[config.mk]
export PLATFORM = sky130hd
export DESIGN_NAME = packet_trailer_tlv_option_parser_unit
export DESIGN_NICKNAME = d
export VERILOG_FILES = /design/src/rtl/tlvp_pkg.sv /design/src/rtl/tlvp_core.sv /design/src/rtl/tlvp_result_queue.sv /design/src/rtl/packet_trailer_tlv_option_parser_unit.sv
export SDC_FILE = /design/constraint.sdc
export NUM_CORES = 1
export LEC_CHECK = 0
export ABC_AREA = 1
export BUFFER_PORTS_ARGS = -buffer_cell sky130_fd_sc_hd__buf_2
export CORE_ASPECT_RATIO = 0.9
export CORE_UTILIZATION = 32
export CTS_CLUSTER_SIZE = 24
export DETAILED_ROUTE_END_ITERATION = 8
export GPL_TIMING_DRIVEN = 0
export SLEW_MARGIN = 15
export SYNTH_ARGS = -nofsm -noshare
export SYNTH_HDL_FRONTEND = slang
export SYNTH_HIERARCHICAL = 1
export SYNTH_SLANG_ARGS = --single-unit
[constraint.sdc]
create_clock -name aclk -period 13.5 [get_ports aclk]
set_input_delay 2.025 -clock aclk [delete_from_list [all_inputs] [get_ports aclk]]
set_output_delay 2.025 -clock aclk [all_outputs]
set_load 0.02 [all_outputs]
[src/rtl/tlvp_pkg.sv]
// shared types, codes and helpers for the trailer tlv option parser
`default_nettype none

package tlvp_pkg;

    localparam int DEFAULT_MAX_VALUE_BYTES = 8;
    localparam int QUEUE_DEPTH             = 4;

    // walk phases
    localparam logic [2:0] PH_IDLE = 3'd0;
    localparam logic [2:0] PH_SEEK = 3'd1;
    localparam logic [2:0] PH_TYPE = 3'd2;
    localparam logic [2:0] PH_LEN  = 3'd3;
    localparam logic [2:0] PH_VAL  = 3'd4;
    localparam logic [2:0] PH_DONE = 3'd5;

    // result kinds
    localparam logic [1:0] KIND_OPTION     = 2'd0;
    localparam logic [1:0] KIND_OK         = 2'd1;
    localparam logic [1:0] KIND_MALFORMED  = 2'd2;
    localparam logic [1:0] KIND_NOT_CUSTOM = 2'd3;

    localparam logic [7:0]  TYPE_MIN       = 8'd2;
    localparam logic [7:0]  TYPE_MAX       = 8'd8;
    localparam logic [7:0]  HDR_BYTES      = 8'd2;
    // fixed header bytes added to the length when the capture was truncated
    localparam logic [16:0] TRUNC_HDR      = 17'd18;
    localparam logic [15:0] TRUNC_LEN_RST  = 16'hFFFF;

    typedef struct packed {
        logic [7:0]  pkt_byte;
        logic        start_of_packet;
        logic        end_of_packet;
        logic        is_option_protocol;
        logic [15:0] payload_offset;
        logic [15:0] payload_length;
    } tlvp_item_t;

    typedef struct packed {
        logic [1:0]  kind;
        logic [3:0]  opt_type;
        logic [63:0] value;
        logic        last;
    } tlvp_result_t;

    // up to two results out of one byte, in order
    typedef struct packed {
        logic         a_valid;
        tlvp_result_t a;
        logic         b_valid;
        tlvp_result_t b;
    } tlvp_step_t;

    function automatic tlvp_result_t done_result(input logic [1:0] kind);
        tlvp_result_t r;
        r.kind     = kind;
        r.opt_type = 4'd0;
        r.value    = 64'd0;
        r.last     = 1'b1;
        return r;
    endfunction

endpackage

`default_nettype wire

[src/rtl/tlvp_core.sv]
// per-byte walk state and the single-pass step logic
`default_nettype none

module tlvp_core #(
    parameter int MAX_VALUE_BYTES = tlvp_pkg::DEFAULT_MAX_VALUE_BYTES
) (
    input  wire logic                 aclk,
    input  wire logic                 aresetn,
    input  wire logic                 step,
    input  wire tlvp_pkg::tlvp_item_t item,
    input  wire logic [15:0]          trunc_len,
    output tlvp_pkg::tlvp_step_t      res
);
    import tlvp_pkg::*;

    localparam int         ACC_W   = 8 * MAX_VALUE_BYTES;
    localparam int         REM_W   = $clog2(MAX_VALUE_BYTES + 1);
    localparam logic [7:0] MAX_LEN = 8'(MAX_VALUE_BYTES + 2);

    logic [15:0]      pos_reg,  pos_next;
    logic [16:0]      ts_reg,   ts_next;
    logic [2:0]       ph_reg,   ph_next;
    logic [3:0]       typ_reg,  typ_next;
    logic [REM_W-1:0] rem_reg,  rem_next;
    logic [ACC_W-1:0] acc_reg,  acc_next;
    logic             flag_reg, flag_next;

    logic type_ok;
    logic take_type;

    assign type_ok = (item.pkt_byte >= TYPE_MIN) && (item.pkt_byte <= TYPE_MAX);

    always_comb begin
        pos_next  = pos_reg;
        ts_next   = ts_reg;
        ph_next   = ph_reg;
        typ_next  = typ_reg;
        rem_next  = rem_reg;
        acc_next  = acc_reg;
        flag_next = flag_reg;
        take_type = 1'b0;
        res       = '0;
        res.b     = done_result(KIND_MALFORMED);

        if (step) begin
            if (item.start_of_packet) begin
                flag_next = item.is_option_protocol;
                pos_next  = '0;
                typ_next  = '0;
                rem_next  = '0;
                acc_next  = '0;
                if (item.payload_length < trunc_len) begin
                    ts_next = 17'(item.payload_offset) + 17'(item.payload_length);
                end else begin
                    ts_next = 17'(item.payload_length) + TRUNC_HDR;
                end
                if (!item.is_option_protocol) begin
                    ph_next   = PH_DONE;
                    res.a_valid = 1'b1;
                    res.a       = done_result(KIND_NOT_CUSTOM);
                end else begin
                    ph_next = PH_SEEK;
                end
            end else if (ph_reg != PH_IDLE && pos_reg != 16'hFFFF) begin
                pos_next = pos_reg + 16'd1;
            end

            take_type = (ph_next == PH_TYPE) ||
                        (ph_next == PH_SEEK && {1'b0, pos_next} == ts_next);

            priority if (take_type) begin
                if (type_ok) begin
                    typ_next = item.pkt_byte[3:0];
                    ph_next  = PH_LEN;
                end else begin
                    ph_next     = PH_DONE;
                    res.a_valid = 1'b1;
                    res.a       = done_result(KIND_OK);
                end
            end else if (ph_next == PH_LEN) begin
                if (item.pkt_byte < HDR_BYTES || item.pkt_byte > MAX_LEN) begin
                    ph_next     = PH_DONE;
                    res.a_valid = 1'b1;
                    res.a       = done_result(KIND_MALFORMED);
                end else if (item.pkt_byte == HDR_BYTES) begin
                    // option with no value bytes goes out at once
                    ph_next         = PH_TYPE;
                    res.a_valid     = 1'b1;
                    res.a.kind      = KIND_OPTION;
                    res.a.opt_type  = typ_next;
                    res.a.value     = 64'd0;
                    res.a.last      = 1'b0;
                end else begin
                    rem_next = REM_W'(item.pkt_byte - HDR_BYTES);
                    acc_next = '0;
                    ph_next  = PH_VAL;
                end
            end else if (ph_next == PH_VAL) begin
                acc_next = ACC_W'({acc_next, item.pkt_byte});
                rem_next = rem_next - REM_W'(1);
                if (rem_next == '0) begin
                    ph_next        = PH_TYPE;
                    res.a_valid    = 1'b1;
                    res.a.kind     = KIND_OPTION;
                    res.a.opt_type = typ_next;
                    res.a.value    = 64'(acc_next);
                    res.a.last     = 1'b0;
                end
            end else begin
                ph_next = ph_next;
            end

            if (item.end_of_packet) begin
                // packet ended before the walk finished
                res.b_valid = (ph_next == PH_SEEK) || (ph_next == PH_TYPE) ||
                              (ph_next == PH_LEN)  || (ph_next == PH_VAL);
                ph_next = PH_IDLE;
            end
        end
    end

    always_ff @(posedge aclk) begin
        if (!aresetn) begin
            pos_reg  <= '0;
            ts_reg   <= '0;
            ph_reg   <= PH_IDLE;
            typ_reg  <= '0;
            rem_reg  <= '0;
            acc_reg  <= '0;
            flag_reg <= 1'b0;
        end else begin
            pos_reg  <= pos_next;
            ts_reg   <= ts_next;
            ph_reg   <= ph_next;
            typ_reg  <= typ_next;
            rem_reg  <= rem_next;
            acc_reg  <= acc_next;
            flag_reg <= flag_next;
        end
    end

endmodule

`default_nettype wire

[src/rtl/tlvp_result_queue.sv]
// small result queue taking up to two results a cycle and giving one when out_ready is high
`default_nettype none

module tlvp_result_queue (
    input  wire logic                   aclk,
    input  wire logic                   aresetn,
    input  wire tlvp_pkg::tlvp_step_t   push,
    output logic                        room2,
    output logic                        out_valid,
    input  wire logic                   out_ready,
    output tlvp_pkg::tlvp_result_t      out_res
);
    import tlvp_pkg::*;

    localparam int PTR_W = $clog2(QUEUE_DEPTH);
    localparam int CNT_W = $clog2(QUEUE_DEPTH + 1);

    tlvp_result_t entry_reg [QUEUE_DEPTH];
    logic [PTR_W-1:0] wr_ptr_reg, wr_ptr_next;
    logic [PTR_W-1:0] rd_ptr_reg, rd_ptr_next;
    logic [CNT_W-1:0] cnt_reg,    cnt_next;
    logic [PTR_W-1:0] b_ptr;
    logic             pop;

    assign pop       = out_valid && out_ready;
    assign out_valid = (cnt_reg != '0);
    assign out_res   = entry_reg[rd_ptr_reg];
    assign room2     = (cnt_reg <= CNT_W'(QUEUE_DEPTH - 2));
    assign b_ptr     = wr_ptr_reg + PTR_W'(push.a_valid);

    always_comb begin
        wr_ptr_next = wr_ptr_reg + PTR_W'(push.a_valid) + PTR_W'(push.b_valid);
        rd_ptr_next = rd_ptr_reg + PTR_W'(pop);
        cnt_next    = cnt_reg + CNT_W'(push.a_valid) + CNT_W'(push.b_valid)
                      - CNT_W'(pop);
    end

    always_ff @(posedge aclk) begin
        if (push.a_valid) begin
            entry_reg[wr_ptr_reg] <= push.a;
        end
        if (push.b_valid) begin
            entry_reg[b_ptr] <= push.b;
        end
    end

    always_ff @(posedge aclk) begin
        if (!aresetn) begin
            wr_ptr_reg <= '0;
            rd_ptr_reg <= '0;
            cnt_reg    <= '0;
        end else begin
            wr_ptr_reg <= wr_ptr_next;
            rd_ptr_reg <= rd_ptr_next;
            cnt_reg    <= cnt_next;
        end
    end

endmodule

`default_nettype wire

[src/rtl/packet_trailer_tlv_option_parser_unit.sv]
// top level of the packet trailer tlv option parser
`default_nettype none

// Takes one packet byte per beat and walks the type-length-value options in
// the packet trailer, giving one beat per finished option and a final status
// beat (ok, malformed or not custom). A byte is registered on acceptance and
// stepped through the walk logic once the queue has room. Its results enter
// the queue at the end of the step cycle and are offered on the m_ side in
// order after earlier ones. Unless stepping is held, one byte is taken every
// cycle. Results wait in a four-entry queue, and a byte is stepped only while
// the queue has two free entries. A packet never gives more results than it
// has bytes, so with the m_ side always ready the queue holds at most two and
// the input stalls only while the m_ side is stalled.
// trunc_len may be written only while no packet is in flight.
module packet_trailer_tlv_option_parser_unit #(
    parameter int MAX_VALUE_BYTES = tlvp_pkg::DEFAULT_MAX_VALUE_BYTES
) (
    input  wire logic        aclk,
    input  wire logic        aresetn,
    input  wire logic        cfg_wr_en,
    input  wire logic [15:0] cfg_wr_data,
    input  wire logic        s_valid,
    output logic             s_ready,
    input  wire logic [7:0]  s_pkt_byte,
    input  wire logic        s_start_of_packet,
    input  wire logic        s_end_of_packet,
    input  wire logic        s_is_option_protocol,
    input  wire logic [15:0] s_payload_offset,
    input  wire logic [15:0] s_payload_length,
    output logic             m_valid,
    input  wire logic        m_ready,
    output logic [1:0]       m_result_kind,
    output logic [3:0]       m_option_type,
    output logic [63:0]      m_opt_value,
    output logic             m_last_result
);
    import tlvp_pkg::*;

    logic [15:0]  trunc_len_reg;
    logic         in_valid_reg, in_valid_next;
    tlvp_item_t   in_item_reg;
    logic         room2;
    logic         step;
    logic         accept;
    tlvp_step_t   step_res;
    tlvp_result_t head;

    assign step    = in_valid_reg && room2;
    assign s_ready = !in_valid_reg || step;
    assign accept  = s_valid && s_ready;

    always_comb begin
        if (accept) begin
            in_valid_next = 1'b1;
        end else if (step) begin
            in_valid_next = 1'b0;
        end else begin
            in_valid_next = in_valid_reg;
        end
    end

    always_ff @(posedge aclk) begin
        if (!aresetn) begin
            in_valid_reg  <= 1'b0;
            trunc_len_reg <= TRUNC_LEN_RST;
        end else begin
            in_valid_reg <= in_valid_next;
            if (cfg_wr_en) begin
                trunc_len_reg <= cfg_wr_data;
            end
        end
    end

    always_ff @(posedge aclk) begin
        if (accept) begin
            in_item_reg.pkt_byte           <= s_pkt_byte;
            in_item_reg.start_of_packet    <= s_start_of_packet;
            in_item_reg.end_of_packet      <= s_end_of_packet;
            in_item_reg.is_option_protocol <= s_is_option_protocol;
            in_item_reg.payload_offset     <= s_payload_offset;
            in_item_reg.payload_length     <= s_payload_length;
        end
    end

    tlvp_core #(
        .MAX_VALUE_BYTES(MAX_VALUE_BYTES)
    ) u_core (
        .aclk      (aclk),
        .aresetn   (aresetn),
        .step      (step),
        .item      (in_item_reg),
        .trunc_len (trunc_len_reg),
        .res       (step_res)
    );

    tlvp_result_queue u_queue (
        .aclk      (aclk),
        .aresetn   (aresetn),
        .push      (step_res),
        .room2     (room2),
        .out_valid (m_valid),
        .out_ready (m_ready),
        .out_res   (head)
    );

    assign m_result_kind  = head.kind;
    assign m_option_type  = head.opt_type;
    assign m_opt_value    = head.value;
    assign m_last_result  = head.last;

endmodule

`default_nettype wire

# --- After elaboration in Yosys (flattened, before gate mapping) ---
# Memory sizes are Yosys's and may differ from the RTL's. A register that Yosys moved wholly into a read port is not among the register bits.
# Index checks and enable logic that the tools add are counted.
totals:
  ff_bits: 175
  mem_count: 1
  in_bits: 64
  wordCells: 115
  mem_bits_rw: 284
  output_inout_bits: 73
classes:
  add_sub_neg: 11
  order_cmp: 6
  reduce_logical: 17
  muxes: 52
  eq_ne: 11
memory_table:
  columns: ["name", "depth", "word_bits", "rd", "rd_ports_with_merged_regs", "write_ports", "line", "text"]
  rows:
  - ["u_queue.entry_reg", 4, 71, 1, 1, 2, "tlvp_result_queue.sv:18", "tlvp_result_t entry_reg [QUEUE_DEPTH];"]
op_table:
  columns: ["op", "count"]
  rows:
  - ["72-bit two-way mux", 9]
  - ["64-bit two-way mux", 6]
  - ["73-bit two-way mux", 1]
  - ["17-bit two-way mux", 3]
  - ["16-bit two-way mux", 3]
  - ["4-bit two-way mux", 10]
  - ["3-bit two-way mux", 12]
  - ["16-bit by 16-bit adder with 17-bit output", 1]
  - ["16-bit by 5-bit adder with 17-bit output (second input constant)", 1]
  - ["16-bit by 17-bit equality test with 1-bit output", 1]
  - ["16-bit by 1-bit adder with 16-bit output (second input constant)", 1]
  - ["16-bit < comparator", 1]
  - ["16-bit != test (second input constant)", 1]
  - ["3-bit by 2-bit equality test with 1-bit output (second input constant)", 4]
  - ["8-bit by 2-bit equality test with 1-bit output (second input constant)", 1]
  - ["8-bit by 2-bit >= comparator with 1-bit output (second input constant)", 1]
  - ["8-bit by 4-bit > comparator with 1-bit output (second input constant)", 1]
  - ["8-bit by 4-bit <= comparator with 1-bit output (second input constant)", 1]
  - ["8-bit by 2-bit < comparator with 1-bit output (second input constant)", 1]
  - ["1-bit two-way mux", 7]
  - ["2-bit by 1-bit adder with 2-bit output", 3]
  - ["3-bit by 1-bit adder with 3-bit output", 2]
  - ["3-bit by 1-bit equality test with 1-bit output (second input constant)", 2]
  - ["3-bit equality test (second input constant)", 2]
  - ["11 further kinds", 22]

# --- Logic depth before layout (Yosys ltp) ---
# Gate-level depths: netlist of run 1.
logic_depth:
  depth_word: 19
  ltp_mapped: 32
  ltp_nobuf: 31

# --- By module ---
# Netlist of run 1, hierarchy kept.
by_module_without_submodules:
  columns: ["module", "instances", "area_per_inst_um2", "cells_per_inst", "seq_area_each_um2"]
  rows:
  - ["tlvp_result_queue", 1, 15457.3, 1834, 8668.3]
  - ["tlvp_core", 1, 8868.5, 1485, 2001.9]
  - ["packet_trailer_tlv_option_parser_unit", 1, 2010.7, 122, 1631.6]

# --- Least setup slack after synthesis of run 1 ---
# OpenSTA, ideal clock, no wires.
synth_timing:
  path_kind: "reg-to-reg"
  startpoint: "reg in_item_reg[11] (netlist bit)"
  endpoint: "mem u_queue/entry_reg[1][0] (netlist bit), enable pin"
  setup_slack_ns: 5.147
  path_stages_with_launch: 22
  arrival_ns: 7.755
  synth_period_minus_slack_ns: 8.353
  n_path_buf: 1
  required_ns: 12.902
  setup_ns: 0.598
  cell_sequence: "edfxtp_1 ha_1 nand2_1 inv_2 nand2_1 nand3_2 a21oi_4 nand2_4 buf_6 nand2_4 nand3_4 nand3_1 nand2_1 nor2_1 nand3_1 nor2_2 nand2_4 nand2_8 nor3_1 a21oi_1 nand2_1 o21ai_0"
synth_rtl:
  columns: ["element", "line", "text"]
  rows:
  - ["start, declared", "packet_trailer_tlv_option_parser_unit.sv:41", "tlvp_item_t in_item_reg;"]
  - ["end, declared", "tlvp_result_queue.sv:18", null]

==> results of run 1 <==
## layout make-up
cell class / count / area [um2]
well taps: 1060 / 1330
multi-input cells: 2436 / 11600
plain buffers: 283 / 1470
clock inverters: 24 / 272
clock buffers: 71 / 1420
flip-flops and latches: 451 / 12300
inverters: 340 / 1280
fillers: 8366 / 50700
repair buffers: 145 / 921
## critical path: stages (launching register included)
cell and delay [ns]:
edfxtp_1 0.49, ha_1 0.36, nand2_1 0.09, inv_2 0.04, nand2_1 0.06, nand3_2 0.11, a21oi_4 0.37, nand2_4 0.17
buf_6 0.19, o21ai_1 0.28, nand3_1 0.11, nand2_1 0.08, nand3_1 0.09, nor2_2 0.16, nand2_4 0.12, nand2_8 0.11
nor3_1 0.06, a21oi_1 0.47, ha_1 0.38, nor2_4 0.44, nand3_1 0.69, clkbuf_1 0.51, nand2_4 0.62, buf_12 0.32
## cells in the mapped netlist, types with 16 or more instances
| master | instances |
|---|---|
| inv_1 | 332 |
| nor2_1 | 126 |
| o21ai_0 | 227 |
| buf_4 | 74 |
| nand2_2 | 16 |
| nand3_1 | 440 |
| o211ai_1 | 80 |
| buf_2 | 70 |
| ha_1 | 42 |
| nand2_1 | 1122 |
| buf_1 | 25 |
| dfxtp_1 | 124 |
| edfxtp_1 | 327 |
| xor2_1 | 20 |
| a21oi_1 | 192 |
| clkbuf_1 | 109 |
## worst max path at each step
| stage | to | from | depth (start not counted) | slack [ns] |
|---|---|---|---|---|
| after global routing | u_queue/entry_reg[2][36]$_DFFE_PP_ | in_item_reg[10]$_DFFE_PP_ | 26 | 6.44 |
| after detailed placement | u_queue/entry_reg[2][36]$_DFFE_PP_ | in_item_reg[13]$_DFFE_PP_ | 22 | 6.74 |
| final | u_queue/entry_reg[2][38]$_DFFE_PP_ | in_item_reg[11]$_DFFE_PP_ | 23 | 6.74 |
| after global placement | u_queue/entry_reg[0][38]$_DFFE_PP_ | in_item_reg[11]$_DFFE_PP_ | 20 | 0.08 |
| after CTS | u_queue/entry_reg[2][36]$_DFFE_PP_ | in_item_reg[11]$_DFFE_PP_ | 23 | 6.71 |
| after floorplan | u_queue/entry_reg[1][0]$_DFFE_PP_ | in_item_reg[11]$_DFFE_PP_ | 21 | 5.15 |
## where the power goes
group	internal, mW	switching, mW	leakage (nW)
sequential	1.57	0.0611	4.30
combinational	0.376	0.932	8.18
clock	0.831	0.590	0.836
total	2.78	1.58	13.3
## logic make-up after synthesis
logic type / synth area share (%)
AO/OA/AOI/OAI: 11.0
XOR/XNOR: 1.10
adder cells (fa/ha/maj): 2.22
buffers and inverters: 10.5
flip-flops: 46.7
other: 0.0285
AND/OR/NAND/NOR: 28.4
## stage by stage
| step | util (%) | std cells |
|---|---|---|
| floorplan | - | 3510 |
| global placement | 35.2 | 4705 |
| detailed placement | 35.6 | 4715 |
| CTS | 37.6 | 4810 |
| global route | 37.6 | 4810 |
| finish | 37.6 | 4810 |
## metal layers
metal  share of wire, %  track usage (%)  wire (um)  up-vias
li1                   -                -          -    11772
met1                 44             27.8      37700    10983
met2                 45             31.8      38100      950
met3                8.2             3.08       6960      114
met4                2.4             5.45       2080        0
met5                  0                0          0        -
==> impl_metrics.ini, run 1 <==
[run_status]
status = finished clean

[clock_tree]
clkSinkCount = 451
h-tree-depth = 2
ctsResizeCount = 0
cts_buffers = 51
clk_latency_ns = 0.62
cts_tree = done
cts_hold_buf = 0
cts-root-buf = clkbuf_16
cts_setup_buffers = 0
cts.path.max_buffers = 3
clkSlewWorstSetupHoldPaths_ns = 0.06

[critical_path]
end_kind = register
critPathKind = reg -> reg
worstPathArrival_ns = 7.03
critPathLaunchType = register
worstReg2RegEnd = u_queue/entry_reg[2][38]$_DFFE_PP_
required_ns = 13.76
ff2ff_setup_slack_ns = 6.74
crit_path_max_fanout = 38
r2r-start = in_item_reg[11]$_DFFE_PP_
reg2reg_depth = 23

[yosys]
ys_seq_area_share_pct = 46.7
synth_edf_count = 327
async_flop_share_pct = 0
synth-main-ff-cell = edfxtp_1
ys_types = 54
ys_ff_latch = 451
netlist_top_cells_area = edfxtp_1, nand2_1, dfxtp_1
syn-instance-count = 3441
synth_top_cell_by_area = edfxtp_1
netlist_area_mm2 = 0.0263
synth_top_area_share_pct = 37.3
synth_area_per_cell_um2 = 7.65
ys_warn_count = 6

[routing]
finalWirelength_um = 84800
drtPass1Iterations = 6
wl_per_cell_um = 17.6
drt-initial-drc-count = 2307
num_vias = 23819
via_per_inst = 4.95
ant_nets = 0
drc_errors = 0

[placed_design]
place.gp.congestion = 0.912
place_area_mm2 = 0.0289
pre_cts_ws_ns = 6.74
dpl.hpwl_um = 60800
portBuffers = 135

[timing]
worst_slack_ns = 6.74
whs_ns = 0.460
slew_headroom_pct = 32.1
hold_viol = 0
rsz0062_at_grt = false
finalClockSkew_ns = 0.0465
min_period_ns = 6.76
worstMarginPinSlew_ns = 1.01
period_share_pct = 50.1
fmax_ghz = 0.148
slew_violations = 0
tns_ns = 0
setup_viol_count_final = 0

[die]
core_mm2 = 0.0813
initial_core_util_pct = 32.4
fp-row-count = 99
ios = 137
die-area_mm2 = 0.0835
die_w_um = 304
die_height_um = 274

[global_routing]
grt_pass1_wl_um = 129000
overflow = 0
antenna_found_initial = 0
grt_max_degree = 49
grt_usage_pct = 19.9
first_global_vias = 22016

[power]
totalPowerFinal_mw = 4.36
vdd_drop_max_uv = 111
power_density_mw_per_mm2 = 143
power_leakage_nw = 13.3

[layout]
diodes = 0
nNetsFinal = 3817
largest_reg_flops = 284
final_common_cell = nand2_1
synthToLayoutAreaGrowth_pct = 16.1
stdcell_area_mm2 = 0.0306
drive_gt1_share_pct = 11.7
final_cell_mix = nand2_1, nand3_1, inv_1, edfxtp_1, o21ai_0

[worst_hold_path]
min_path_cells = 2
holdCritStartpoint = trunc_len_reg[10]$_SDFFE_PN1P_
hold_end = trunc_len_reg[10]$_SDFFE_PN1P_
hp-class = reg -> reg

[run]
maxCapViolCount = 0
Power figures use the tool's default switching activity.
==> inputs of run 2 (changes only) <==
==> constraint.sdc (replaced) <==
create_clock -name aclk -period 6 [get_ports aclk]
set_input_delay 0.9 -clock aclk [delete_from_list [all_inputs] [get_ports aclk]]
set_output_delay 0.9 -clock aclk [all_outputs]
set_load 0.02 [all_outputs]
==> run 2 against run 1 <==
Against the previous run: maximum frequency increased by 19%; utilization up 0.41 points; global-route usage is 0.076 points higher; critical path type unchanged; sequential share of layout area is 0.43 points lower; final cell count rose by 0.17%; worst hold slack worse by 0.019 ns; combinational power rose by 130%; sequential cell count stayed put; sequential power up 120%; largest power group unchanged; largest cell class unchanged; via count rose by 1.2%; non-clock buffer count increased by 1.
==> impl_metrics.ini, run 2 (synthesis results as in run 1) <==
[layout]
final_cell_mix = nand2_1, nand3_1, inv_1, edfxtp_1, o21ai_0
stdcell_area_mm2 = 0.0309
nNetsFinal = 3822
diodes = 0
multiInputGateArea_mm2 = 0.0117
synthToLayoutAreaGrowth_pct = 17.4
largest_reg_flops = 284
final_common_cell = nand2_1
final_cells = 4818
fillers = 8354
drive_gt1_share_pct = 12.2
layout.area.seq_mm2 = 0.0123

[die]
die-area_mm2 = 0.0835
die_w_um = 304
core_mm2 = 0.0813
die_height_um = 274
initial_core_util_pct = 32.4
ios = 137
fp-row-count = 99

[placed_design]
portBuffers = 135
place.gp.congestion = 0.900
dp.cells = 4716
place_area_mm2 = 0.0289
dpl.hpwl_um = 60900

[critical_path]
critPathSlowestCell = edfxtp_1
critPathKind = reg -> reg
critPathMostFrequentCell = nand2_1
crit_path_max_fanout = 21
worstPathArrival_ns = 5.97
end_kind = register
ff2ff_setup_slack_ns = 0.32
worstSetupStartpoint = in_item_reg[11]$_DFFE_PP_
critPathLaunchType = register
r2r-start = in_item_reg[11]$_DFFE_PP_
reg2reg_depth = 28
required_ns = 6.29
worstReg2RegEnd = u_queue/entry_reg[1][39]$_DFFE_PP_
slowest_delay_ns = 0.49

[global_routing]
grt_usage_pct = 20.0
antenna_found_initial = 0
first_global_vias = 22330
overflow = 0
grt_max_degree = 50
grt_pass1_wl_um = 130000

[power]
vdd_drop_max_uv = 234
power_density_mw_per_mm2 = 328
power_leakage_nw = 13.5

[clock_tree]
clk_latency_ns = 0.64
cts_tree = done
clkSinkCount = 451
cts_hold_buf = 0
cts.path.max_buffers = 3
h-tree-depth = 2
clkSlewWorstSetupHoldPaths_ns = 0.06
cts_buffers = 53
cts-root-buf = clkbuf_16

[timing]
finalClockSkew_ns = 0.0660
period_share_pct = 94.7
slew_headroom_pct = 36.9
setup_viol_count_final = 0
hold_viol = 0
min_period_ns = 5.68
worstMarginPinSlew_ns = 0.938
rsz0062_at_grt = false
fmax_ghz = 0.176
whs_ns = 0.442
slew_violations = 0

[run_status]
status = finished clean

[worst_hold_path]
hold_end = in_item_reg[2]$_DFFE_PP_
holdCritStartpoint = s_payload_length[2]
hp-class = in -> reg
min_path_cells = 1

[routing]
drt-initial-drc-count = 2142
drc_errors = 0
drtPass1Iterations = 6
via_per_inst = 5.00
wl_per_cell_um = 17.7
finalWirelength_um = 85300
ant_nets = 0
num_vias = 24103

[run]
maxCapViolCount = 0
-- run 2: cell types whose count changed in the layout (fill, tap and decap cells not counted), moves of 2 or more --
cell,previous run,this run
nand3_1,440,437
clkbuf_1,122,113
clkbuf_16,51,55
buf_4,74,77
nand2_8,1,3
inv_6,3,1
clkinv_1,7,10
inv_16,0,2
bufinv_16,5,9
clkbuf_8,7,4
nand3_4,1,4
-- run 2: power by group --
part / internal, mW / switching (mW) / leakage [nW] / total (mW)
sequential: 3.54 / 0.138 / 4.30 / 3.68
combinational: 0.854 / 2.09 / 8.23 / 2.95
clock: 2.12 / 1.40 / 0.937 / 3.52
-- run 2: repair_timing --
action | 4_1_cts | 5_1_grt
pin swaps | 0 | 1
setup buffers | 3 | 0
gates cloned | 1 | 1
gates resized for setup | 8 | 2
endpoints found under the setup margin | 239 | 85
-- run 2: how the worst max path moves through the flow --
stage | end | slack [ns] | cells past startpoint
after global routing | u_queue/entry_reg[1][35]$_DFFE_PP_ | 0.04 | 28
after floorplan | u_queue/entry_reg[0][0]$_DFFE_PP_ | -0.44 | 21
after global placement | u_queue/entry_reg[1][37]$_DFFE_PP_ | -3.86 | 21
after detailed placement | u_queue/entry_reg[2][35]$_DFFE_PP_ | -0.74 | 25
final | u_queue/entry_reg[1][39]$_DFFE_PP_ | 0.32 | 28
after CTS | u_queue/entry_reg[1][36]$_DFFE_PP_ | 0.01 | 29
-- run 2: cell type report --
cell class              count  share of cell area, %
flip-flops and latches    451                   39.8
multi-input cells        2438                   37.7
plain buffers             280                   4.73
clock buffers              66                   4.71
well taps                1060                   4.29
inverters                 340                   4.15
repair buffers            149                   3.14
clock inverters            34                   1.44
-- run 2: metal layers --
metal	up-vias	routed length, um	global-route usage (%)
met5	-	0	0
met4	0	1990	5.61
met3	132	6870	2.89
met2	965	38500	32.3
met1	11213	38000	27.7
li1	11793	-	-
-- run 2: metrics by stage --
step | util [%] | setup slack (ns) | setup TNS, ns | total power [mW]
floorplan | - | -0.445 | -63.16 | 5.57
global placement | 35.2 | -3.86 | -931.35 | 6.63
detailed placement | 35.6 | -0.737 | -88.48 | 6.68
CTS | 38.0 | 0.0140 | 0 | 10.2
global route | 38.0 | 0.0410 | 0 | 10.6
finish | 38.0 | 0.317 | 0 | 10.1
-- run 2: worst max-delay path, delay by kind of cell (launching register included) --
family	cells	cell delay [ns]
AO/OA/AOI/OAI	4	0.89
adder cells (fa/ha/maj)	2	0.76
buffers and inverters	7	1.21
flip-flops	1	0.49
AND/OR/NAND/NOR	15	1.90
